==> src/tone_pattern_sequencer_macros.svh <==
// Assertion helpers for the tone pattern sequencer.
`ifndef TONE_PATTERN_SEQUENCER_MACROS_SVH
`define TONE_PATTERN_SEQUENCER_MACROS_SVH

// Same-cycle implication, sampled on clk, off during reset.
`define TPS_ASSERT_SAME(label, ante, cons) \
	label: assert property (@(posedge clk) disable iff (!arst_n) (ante) |-> (cons)) \
		else $error("tone sequencer check failed");

// Next-cycle implication, sampled on clk, off during reset.
`define TPS_ASSERT_NEXT(label, ante, cons) \
	label: assert property (@(posedge clk) disable iff (!arst_n) (ante) |=> (cons)) \
		else $error("tone sequencer check failed");

`endif

==> src/tps_pkg.sv <==
`default_nettype none
package tps_pkg;

	localparam int TPS_NUM_PATTERNS = 6;
	localparam int TPS_MAX_STEPS    = 5;
	localparam int TPS_TONE_W       = 12;
	localparam int TPS_MS_W         = 9;
	localparam int TPS_STEP_W       = 3;
	localparam int TPS_PAT_W        = 3;
	localparam int TPS_OP_W         = 2;

	typedef logic [TPS_TONE_W-1:0] tone_t;
	typedef logic [TPS_MS_W-1:0]   ms_t;
	typedef logic [TPS_STEP_W-1:0] step_t;
	typedef logic [TPS_PAT_W-1:0]  pat_t;

	typedef enum logic [TPS_OP_W-1:0] {
		OP_TICK = 2'd0,
		OP_PLAY = 2'd1,
		OP_STOP = 2'd2
	} tps_op_t;

	localparam ms_t ELAPSED_MAX = '1;

	localparam tone_t STEP_HZ [TPS_NUM_PATTERNS][TPS_MAX_STEPS] = '{
		'{12'd2700, 12'd0,    12'd2700, 12'd0, 12'd0},
		'{12'd2200, 12'd1800, 12'd1400, 12'd0, 12'd0},
		'{12'd2000, 12'd0,    12'd2500, 12'd0, 12'd3200},
		'{12'd900,  12'd0,    12'd900,  12'd0, 12'd0},
		'{12'd2700, 12'd0,    12'd2700, 12'd0, 12'd0},
		'{12'd1400, 12'd0,    12'd2400, 12'd0, 12'd0}
	};

	localparam ms_t STEP_MS [TPS_NUM_PATTERNS][TPS_MAX_STEPS] = '{
		'{9'd120, 9'd70,  9'd120, 9'd0,  9'd0},
		'{9'd100, 9'd100, 9'd150, 9'd0,  9'd0},
		'{9'd160, 9'd80,  9'd160, 9'd80, 9'd280},
		'{9'd100, 9'd80,  9'd100, 9'd0,  9'd0},
		'{9'd120, 9'd70,  9'd120, 9'd0,  9'd0},
		'{9'd220, 9'd80,  9'd100, 9'd0,  9'd0}
	};

	localparam step_t SEQ_LEN [TPS_NUM_PATTERNS] = '{
		3'd3, 3'd3, 3'd5, 3'd3, 3'd3, 3'd3
	};

	// Fold a 3-bit pattern code into the table range.
	function automatic pat_t pat_wrap(input pat_t p);
		pat_wrap = (p >= pat_t'(TPS_NUM_PATTERNS)) ? pat_t'(p - pat_t'(TPS_NUM_PATTERNS)) : p;
	endfunction

	// Fold a 3-bit step number into the table range.
	function automatic step_t step_wrap(input step_t s);
		step_wrap = (s >= step_t'(TPS_MAX_STEPS)) ? step_t'(s - step_t'(TPS_MAX_STEPS)) : s;
	endfunction

endpackage
`default_nettype wire

==> src/tone_pattern_sequencer.sv <==
// Tone pattern sequencer: plays one of six fixed buzzer patterns.
// Input channel (in_valid/in_ready): each word carries op and pattern.
//   op TICK advances time by one millisecond, PLAY starts a pattern at
//   step 0, STOP silences the buzzer at once; op 3 is ignored.
// Output channel (out_valid/out_ready): one word per input word with the
//   tone now driven (tone_hz, 0 = silent) and the playing flag.
// Config: cfg_wr_en/cfg_wr_data write the enable bit; while it is 0 every
//   word leaves the state untouched but still returns a result.
// Result: registered, and valid in the cycle after its input word is taken.
// Throughput: one word per cycle while results are taken. The whole step
//   update is one level of table lookup, a 9-bit increment and compare,
//   ahead of the state and result registers.
// Stall: in_ready stays high while the result register is empty or being
//   drained this cycle, so a stalled receiver holds the result and blocks
//   only the next word.
// Reset: the buzzer is silent and idle, the enable bit is set, and no
//   result is pending.
`default_nettype none
`include "tone_pattern_sequencer_macros.svh"
module tone_pattern_sequencer (
	input  wire                              clk,
	input  wire                              arst_n,
	input  wire                              in_valid,
	output logic                             in_ready,
	input  wire  [tps_pkg::TPS_OP_W-1:0]     op,
	input  wire  [tps_pkg::TPS_PAT_W-1:0]    pattern,
	output logic                             out_valid,
	input  wire                              out_ready,
	output logic [tps_pkg::TPS_TONE_W-1:0]   tone_hz,
	output logic                             playing,
	input  wire                              cfg_wr_en,
	input  wire                              cfg_wr_data
);
	import tps_pkg::*;

	logic  enabled_q;
	logic  active_q,  active_d;
	pat_t  pat_q,     pat_d;
	step_t step_q,    step_d;
	ms_t   elapsed_q, elapsed_d;
	tone_t tone_q,    tone_d;

	logic  out_valid_q;
	tone_t out_tone_q;
	logic  out_playing_q;

	logic  in_fire;
	pat_t  p_cur;
	step_t s_cur;
	step_t s_nxt;
	ms_t   el_inc;

	assign in_ready = !out_valid_q || out_ready;
	assign in_fire  = in_valid && in_ready;

	assign p_cur  = pat_wrap(pat_q);
	assign s_cur  = step_wrap(step_q);
	assign s_nxt  = step_t'(s_cur + step_t'(1));
	assign el_inc = (elapsed_q == ELAPSED_MAX) ? elapsed_q : ms_t'(elapsed_q + ms_t'(1));

	always_comb begin
		active_d  = active_q;
		pat_d     = pat_q;
		step_d    = step_q;
		elapsed_d = elapsed_q;
		tone_d    = tone_q;
		if (in_fire && enabled_q) begin
			unique case (op)
				OP_PLAY: begin
					if (pattern < pat_t'(TPS_NUM_PATTERNS)) begin
						pat_d     = pattern;
						step_d    = '0;
						active_d  = 1'b1;
						tone_d    = STEP_HZ[pattern][0];
						elapsed_d = '0;
					end
				end
				OP_STOP: begin
					tone_d   = '0;
					active_d = 1'b0;
				end
				OP_TICK: begin
					if (active_q) begin
						elapsed_d = el_inc;
						if (el_inc >= STEP_MS[p_cur][s_cur]) begin
							step_d = s_nxt;
							// past the last step: go silent and idle
							if (s_nxt >= SEQ_LEN[p_cur]) begin
								tone_d   = '0;
								active_d = 1'b0;
							end else begin
								tone_d    = STEP_HZ[p_cur][s_nxt];
								elapsed_d = '0;
							end
						end
					end
				end
				default: begin
				end
			endcase
		end
	end

	always_ff @(posedge clk or negedge arst_n) begin
		if (!arst_n) begin
			enabled_q <= 1'b1;
			active_q  <= 1'b0;
			pat_q     <= '0;
			step_q    <= '0;
			elapsed_q <= '0;
			tone_q    <= '0;
		end else begin
			if (cfg_wr_en) begin
				enabled_q <= cfg_wr_data;
			end
			active_q  <= active_d;
			pat_q     <= pat_d;
			step_q    <= step_d;
			elapsed_q <= elapsed_d;
			tone_q    <= tone_d;
		end
	end

	// result register: load on accept, drop once taken
	always_ff @(posedge clk or negedge arst_n) begin
		if (!arst_n) begin
			out_valid_q <= 1'b0;
		end else if (in_fire) begin
			out_valid_q <= 1'b1;
		end else if (out_ready) begin
			out_valid_q <= 1'b0;
		end
	end

	always_ff @(posedge clk) begin
		if (in_fire) begin
			out_tone_q    <= tone_d;
			out_playing_q <= active_d;
		end
	end

	assign out_valid = out_valid_q;
	assign tone_hz   = out_tone_q;
	assign playing   = out_playing_q;

	`TPS_ASSERT_SAME(a_idle_silent, !active_q, tone_q == '0)
	`TPS_ASSERT_SAME(a_step_in_range, active_q, step_q < SEQ_LEN[p_cur])
	`TPS_ASSERT_SAME(a_elapsed_below_dur, active_q, elapsed_q < STEP_MS[p_cur][s_cur])
	`TPS_ASSERT_NEXT(a_disabled_frozen, in_fire && !enabled_q, $stable(active_q) && $stable(tone_q) && $stable(step_q) && $stable(elapsed_q))
	`TPS_ASSERT_NEXT(a_result_follows, in_fire, out_valid_q && (out_tone_q == tone_q) && (out_playing_q == active_q))

endmodule
`default_nettype wire
==> config.mk <==
export PLATFORM = sky130hd
export DESIGN_NAME = tone_pattern_sequencer
export DESIGN_NICKNAME = d
export VERILOG_FILES = /design/src/tps_pkg.sv /design/src/tone_pattern_sequencer.sv
export VERILOG_INCLUDE_DIRS = /design/src /design/src/src
export SDC_FILE = /design/constraint.sdc
export NUM_CORES = 1
export LEC_CHECK = 0
export ABC_CLOCK_PERIOD_IN_PS = 5380
export BUFFER_PORTS_ARGS = -buffer_cell sky130_fd_sc_hd__buf_4
export CORE_MARGIN = 3
export CORE_UTILIZATION = 50
export CTS_CLUSTER_SIZE = 30
export DETAILED_ROUTE_END_ITERATION = 10
export GPL_TIMING_DRIVEN = 0
export PLACE_DENSITY = 0.69
export SLEW_MARGIN = 0
export SYNTH_ARGS = -nofsm -noshare
export SYNTH_HDL_FRONTEND = slang
export SYNTH_SLANG_ARGS = --single-unit
==> constraint.sdc <==
create_clock -name clk -period 5.38 [get_ports clk]
set_clock_uncertainty 0.15 [all_clocks]
set_input_delay 1.076 -clock clk [delete_from_list [all_inputs] [get_ports clk]]
set_output_delay 1.076 -clock clk [all_outputs]
set_load 0.01 [all_outputs]
==> results of run 1 <==
cell families after synthesis:
| logic type | Yosys count |
|---|---|
| flip-flops | 43 |
| AND/OR/NAND/NOR | 116 |
| XOR/XNOR | 7 |
| AO/OA/AOI/OAI | 115 |
| adder cells (fa/ha/maj) | 16 |
| buffers and inverters | 30 |
| multiplexers | 4 |
worst max-delay path: cells and delay by family, from the launching register on:
kind            cells  cell delay [ns]
fa+ha+maj           2             0.59
compound gates      5             1.38
flops               1             0.42
simple gates        4             1.22
buf+inv             4             0.51
worst max path at each step:
stage              start          to  slack (ns)  cells after the start
2_1_floorplan  step_q[0]  tone_hz[4]        1.73                     12
3_3_place_gp    pat_q[2]  tone_hz[2]        1.06                     15
3_5_place_dp    pat_q[2]  tone_hz[2]        1.00                     15
4_1_cts         pat_q[2]  tone_hz[2]        0.97                     15
5_1_grt         pat_q[2]  tone_hz[2]        0.54                     15
6_report        pat_q[2]  tone_hz[2]        0.94                     15
metal layers:
metal	routed length [µm]	track usage, %	vias up
met2	3410	34.9	64
li1	-	-	1306
met1	3450	30.1	1271
met3	321	3.77	12
met5	0	0	-
met4	123	6.69	0
where the power goes:
group	internal [µW]	leakage (µW)	switching [µW]
sequential	378	0.000521	25.4
clock	91.0	0.0000412	119
combinational	129	0.000864	197
total	598	0.00143	341
through the flow:
| step | cell area (µm²) | cells | hold WS, ns |
|---|---|---|---|
| 6_report | 3330 | 434 | 0.339 |
| 5_1_grt | 3330 | 434 | 0.363 |
| 4_1_cts | 3330 | 434 | 0.341 |
| 3_5_place_dp | 3250 | 426 | 0.320 |
| 3_3_place_gp | 3250 | 426 | 0.318 |
| 2_1_floorplan | 2990 | 331 | 0.295 |
cell usage after synthesis, types with 3 or more instances:
cell type   n  area share, %
nand2_1    35            4.4
dfrtp_1    29             24
o21ai_0    27            4.5
a21oi_1    26            4.4
nor2_1     23            2.9
ha_1       16            6.7
edfxtp_1   13             13
nand3_1    13            2.2
inv_1      11            1.4
clkbuf_1    8            1.0
nand2b_1    7            1.5
a22o_1      6            1.8
a31oi_1     6            1.3
nor3_1      6            1.0
and2_1      5            1.0
o2111ai_1   5            1.5
or3_1       5            1.0
and3_1      4           0.84
nor4_1      4           0.84
o21ai_1     4           0.67
o22ai_1     4           0.84
xnor2_1     4            1.2
a32oi_1     3           0.88
buf_2       3           0.50
buf_6       3            1.1
nand4_1     3           0.63
o21a_1      3           0.75
o31ai_1     3           0.75
area by class of cell:
class / count / share of cell area [%]
Tap cell: 72 / 2.70
Inverter: 14 / 1.80
Clock inverter: 2 / 0.375
Clock buffer: 6 / 2.18
Buffer: 16 / 2.70
Sequential cell: 43 / 34.3
Timing Repair Buffer: 23 / 5.18
Multi-Input combinational cell: 258 / 50.8
layout by cell type (no fill, tap or decap), types with 7 or more instances in the layout:
cell type / count
a21oi_1: 26
ha_1: 16
nand2_1: 35
nand3_1: 13
nor2_1: 23
nand2b_1: 7
inv_1: 11
clkbuf_1: 9
buf_4: 24
dfrtp_1: 29
edfxtp_1: 13
o21ai_0: 27
flip-flops by register name (all words and copies together) (netlist names):
register	flops
elapsed_q	9
step_q	3
enabled_q	1
tone_q	12
playing	1
pat_q	3
active_q	1
tone_hz	12
out_valid	1
==> summary.txt, run 1 <==
Status = finished clean
Synth Area per Inst = 9.02 µm²
Worst r2r src = pat_q[2]
Sequential share of the synthesized area = 38.2%
Leakage = 0.00143 µW
Fill count = 489
Synth cell types = 67
Grt ovf = 0
Maxcap violations = 0
Number of port buffers = 23
Clock Latency Late Sink = 0.30 ns
Nets@finish = 388
Final Hold Viols = 0
Mapped Nets = 358
Die area = 6940 µm²
Worst Tran Pin Value = 0.759 ns
Io pins = 26
Hold buffer count at cts = 0
Synth Area in Compound Gates = 26.1%
Slowest cell on crit path = o21ai_0
Synth Area in XOR/XNOR = 2.68%
Final GP Congestion = 0.873
Max Buffers Root-to-Sink = 2
Final setup violation count = 0
Post-synthesis adder-cell area fraction = 6.70%
Clk root buf = clkbuf_8
Vias in the first global route = 2568
Initial antenna violation count = 0
Die Height = 83.3 µm
Ratio of cells with drive above 1 in the final layout = 15.7%
TNS Setup = 0 ns
Minimum clock period = 4.44 ns
Fin util = 59.1%
R2R setup slack = 0.94 ns
DR vias = 2653
WL/cell = 16.8 µm
Syn Inst Count = 331
Synth async-reset ratio = 69.8%
Worst-path maximum fanout = 7
Main combinational cell family by area after synthesis = compound AO/OA/AOI/OAI gates
Power Dens Cells = 282 nW/µm²
Crit-path cells = nand2b_1 -> inv_1 -> ha_1 -> inv_1 -> nor2_1 -> inv_1 -> nor4_1 -> inv_1 -> ha_1 -> a21oi_1 -> and2b_2 -> a211o_1 -> o21ai_0 -> a21oi_1 -> o21ai_1
Clk sinks = 43
Pre-CTS setup slack = 1.00 ns
CP required = 5.36 ns
Post-Synthesis Cell Area = 2990 µm²
Power Total = 939 µW
Clock-pin slew on the worst setup and hold paths = 0.09 ns
Top_reg_cell synth = dfrtp_1
Warnings, synthesis = 0
Mux contribution to synthesized area = 1.42%
Min-delay src = tone_q[0]
CORE AREA = 5640 µm²
First-pass DRT Iterations = 4
Residual DRC = 0
Worst stage delay on the critical path = 0.63 ns
Yosys reg bits = 43
Fmax = 0.225 GHz
Hold WC Path Type = reg -> reg
Drt total wl = 7310 µm
Post-route ant nets = 0
First-pass GRT wire length = 12500 µm
Die Wd = 83.3 µm
Num CTS Buffers = 5
Synth Area in Simple Gates = 19.8%
CTS tree = done
Unrepaired setup endpoints after global routing = false
FF-to-FF End = tone_hz[2]
Crit path DAT = 4.42 ns
N_diodes = 0
WS Path Type = reg -> reg
Largest net degree at the start of global routing = 31
DRT iter0 DRCs = 151
Register Area = 1140 µm²
H-tree levels = 2
Max Transition Viols Final = 0
Most frequent CP cell = inv_1
Detail Placement HPWL = 5410 µm
Post-cts gate resize count = 0
Initial Util = 52.9%
All-Layer GR Usage = 21.8%
Routed vias/inst = 6.11
Final Worst Setup Slack = 0.936 ns
Core Rows = 27
Worst Hold End = tone_q[0]
Setup Buffers After CTS = 0
Worst Setup End Kind = register
Hold Crit Depth = 1
Slew headroom = 48.9%
Startpoint Class = register
Area grow syn2layout = 11.6%
IR drop worst, VDD = 0.210 mV
Fin crit share = 82.6%
Multi-input combinational cell area = 1690 µm²
Post-synth EDFFs = 13
Worst-case reg-to-reg path depth = 15
Power figures use the tool's default switching activity.
==> inputs of run 2 (changes only) <==
--- a/config.mk
+++ b/config.mk
@@ -6,7 +6,8 @@
 export SDC_FILE = /design/constraint.sdc
 export NUM_CORES = 1
 export LEC_CHECK = 0
-export ABC_CLOCK_PERIOD_IN_PS = 5380
+export ABC_AREA = 1
+export ABC_CLOCK_PERIOD_IN_PS = 4100
 export BUFFER_PORTS_ARGS = -buffer_cell sky130_fd_sc_hd__buf_4
 export CORE_MARGIN = 3
 export CORE_UTILIZATION = 50
==> constraint.sdc (replaced) <==
create_clock -name clk -period 4.1 [get_ports clk]
set_clock_uncertainty 0.15 [all_clocks]
set_input_delay 0.82 -clock clk [delete_from_list [all_inputs] [get_ports clk]]
set_output_delay 0.82 -clock clk [all_outputs]
set_load 0.01 [all_outputs]
==> summary.txt, run 2 <==
First-pass DRT Iterations = 5
Fmax = 0.279 GHz
Pre-CTS setup slack = 0.584 ns
Synth Area per Inst = 7.22 µm²
Hold WC Path Type = in -> async
Synth cell count leaders = 118 x nand2_1, 56 x inv_1, 40 x nand3_1
Max Buffers Root-to-Sink = 2
Commonest non-fill, non-tap cell in the layout = nand2_1
Clock Latency Late Sink = 0.29 ns
Vias in the first global route = 2622
Post-Synthesis Cell Area = 3000 µm²
Status = finished clean
Core Rows = 27
Area grow syn2layout = 13.0%
Warnings, synthesis = 0
Clock-pin slew on the worst setup and hold paths = 0.08 ns
Initial Util = 53.1%
First-pass GRT wire length = 11800 µm
Top-area cell type share of the netlist area = 24.2%
Synth async-reset ratio = 69.8%
CP top delay family = simple AND/OR/NAND/NOR gates
DRT iter0 DRCs = 277
Top_reg_cell synth = dfrtp_1
Maxcap violations = 0
Residual DRC = 0
Post-cts gate resize count = 0
Yosys reg bits = 43
Detail Placement HPWL = 5340 µm
Area contributors post-synth = dfrtp_1 24%, nand2_1 15%, edfxtp_1 13%
IR drop worst, VDD = 0.354 mV
Clk sinks = 43
Max Transition Viols Final = 0
CORE AREA = 5640 µm²
Synth cell types = 40
Worst Setup End Kind = register
Crit-path cells = inv_2 -> ha_1 -> nor2_1 -> nand2_1 -> nand2_1 -> or2_1 -> o21ai_4 -> inv_2 -> nand3_1 -> nor2_1 -> a31oi_1 -> ha_1 -> nand2_1 -> inv_1 -> nand2_1 -> nand2_1 -> nand2_1 -> nand3_2 -> nand2_2 -> inv_1 -> nand2_1 -> nor2_1 -> o21a_1
WL/cell = 13.3 µm
Grt ovf = 0
Unrepaired setup endpoints after global routing = false
Num CTS Buffers = 5
Number of port buffers = 25
Most frequent CP cell = nand2_1
CTS tree = done
WS Path Type = reg -> reg
All-Layer GR Usage = 20.4%
Ratio of cells with drive above 1 in the final layout = 13.6%
Final Worst Setup Slack = 0.521 ns
Final instance area = 3390 µm²
N_diodes = 0
Mapped Nets = 442
Hold buffer count at cts = 0
Drt total wl = 6920 µm
CP required = 3.99 ns
Fin crit share = 87.3%
Minimum clock period = 3.58 ns
Routed vias/inst = 5.42
Worst stage delay on the critical path = 0.39 ns
Initial antenna violation count = 0
Power Total = 2530 µW
Worst path bufs/invs = 4
H-tree levels = 2
Most frequent cells in the layout = 118 x nand2_1, 56 x inv_1, 40 x nand3_1, 35 x nor2_1, 29 x dfrtp_1
Worst-path maximum fanout = 10
Die area = 6960 µm²
Sequential share of the synthesized area = 38.1%
TNS Setup = 0 ns
Slowest cell on crit path = dfrtp_1
Die Wd = 83.4 µm
Post-Place Cell Area = 3280 µm²
Most frequent cell after synthesis = nand2_1
Syn Inst Count = 415
Final GP Congestion = 0.899
Final Hold Viols = 0
Final setup violation count = 0
Post-synth EDFFs = 13
Leakage = 0.00175 µW
Power Dens Cells = 747 nW/µm²
Clk root buf = clkbuf_8
DR vias = 2819
Nets@finish = 474
Largest net degree at the start of global routing = 31
Io pins = 26
Setup Buffers After CTS = 0
Crit path DAT = 3.47 ns
Most area-hungry cell type in the Yosys netlist = dfrtp_1
Startpoint Class = register
Worst Tran Pin Value = 0.515 ns
Slew headroom = 65.7%
Die Height = 83.4 µm
Post-route ant nets = 0
[run 2: metal layers]
metal	up-vias	share of wire [%]	global-route usage (%)
li1	1432	-	-
met1	1288	48	29.3
met2	94	46	33.1
met3	5	5.7	3.27
met4	0	0.56	3.36
met5	-	0	0
[run 2: final timing paths]
check,to,slack (ns),cells after the start,from
max in group asynchronous,enabled_q,3.17,1,arst_n
setup / recovery,tone_hz[8],0.52,23,step_q[1]
setup reg to reg,tone_hz[8],0.52,23,step_q[1]
hold reg to reg,tone_q[1],0.34,2,tone_q[1]
min in group clk,tone_q[1],0.34,2,tone_q[1]
hold / removal,step_q[1],0.30,1,arst_n
[run 2: layout make-up]
| type | instances | area, µm² |
|---|---|---|
| sequential | 43 | 1140 |
| buffer | 4 | 25.0 |
| fill | 513 | 2250 |
| multi-input combinational | 304 | 1590 |
| timing repair buffer | 25 | 188 |
| inverter | 64 | 240 |
| clock inverter | 3 | 43.8 |
| tap | 72 | 90.1 |
| clock buffer | 5 | 68.8 |
[run 2: where the power goes]
part | internal, µW | switching, µW | total [µW] | leakage (µW)
combinational | 515 | 1030 | 1540 | 0.00120
clock | 181 | 149 | 331 | 0.0000581
sequential | 574 | 85.5 | 660 | 0.000500
total | 1270 | 1260 | 2530 | 0.00175
[run 2: logic make-up after synthesis]
family / count (synthesis) / synth area share [%]
AND/OR/NAND/NOR: 216 / 31.7
XOR/XNOR: 4 / 1.17
flip-flops: 43 / 38.1
adder cells (fa/ha/maj): 16 / 6.68
buffers and inverters: 68 / 8.85
AO/OA/AOI/OAI: 68 / 13.5
[run 2: metrics by stage]
step                      std cells  hold WS (ns)  utilization (%)
after detailed placement        512         0.327             58.1
after global routing            520         0.322             60.1
after floorplan                 415         0.309                -
final                           520         0.297             60.1
after global placement          512         0.330             58.1
after CTS                       520         0.318             60.1
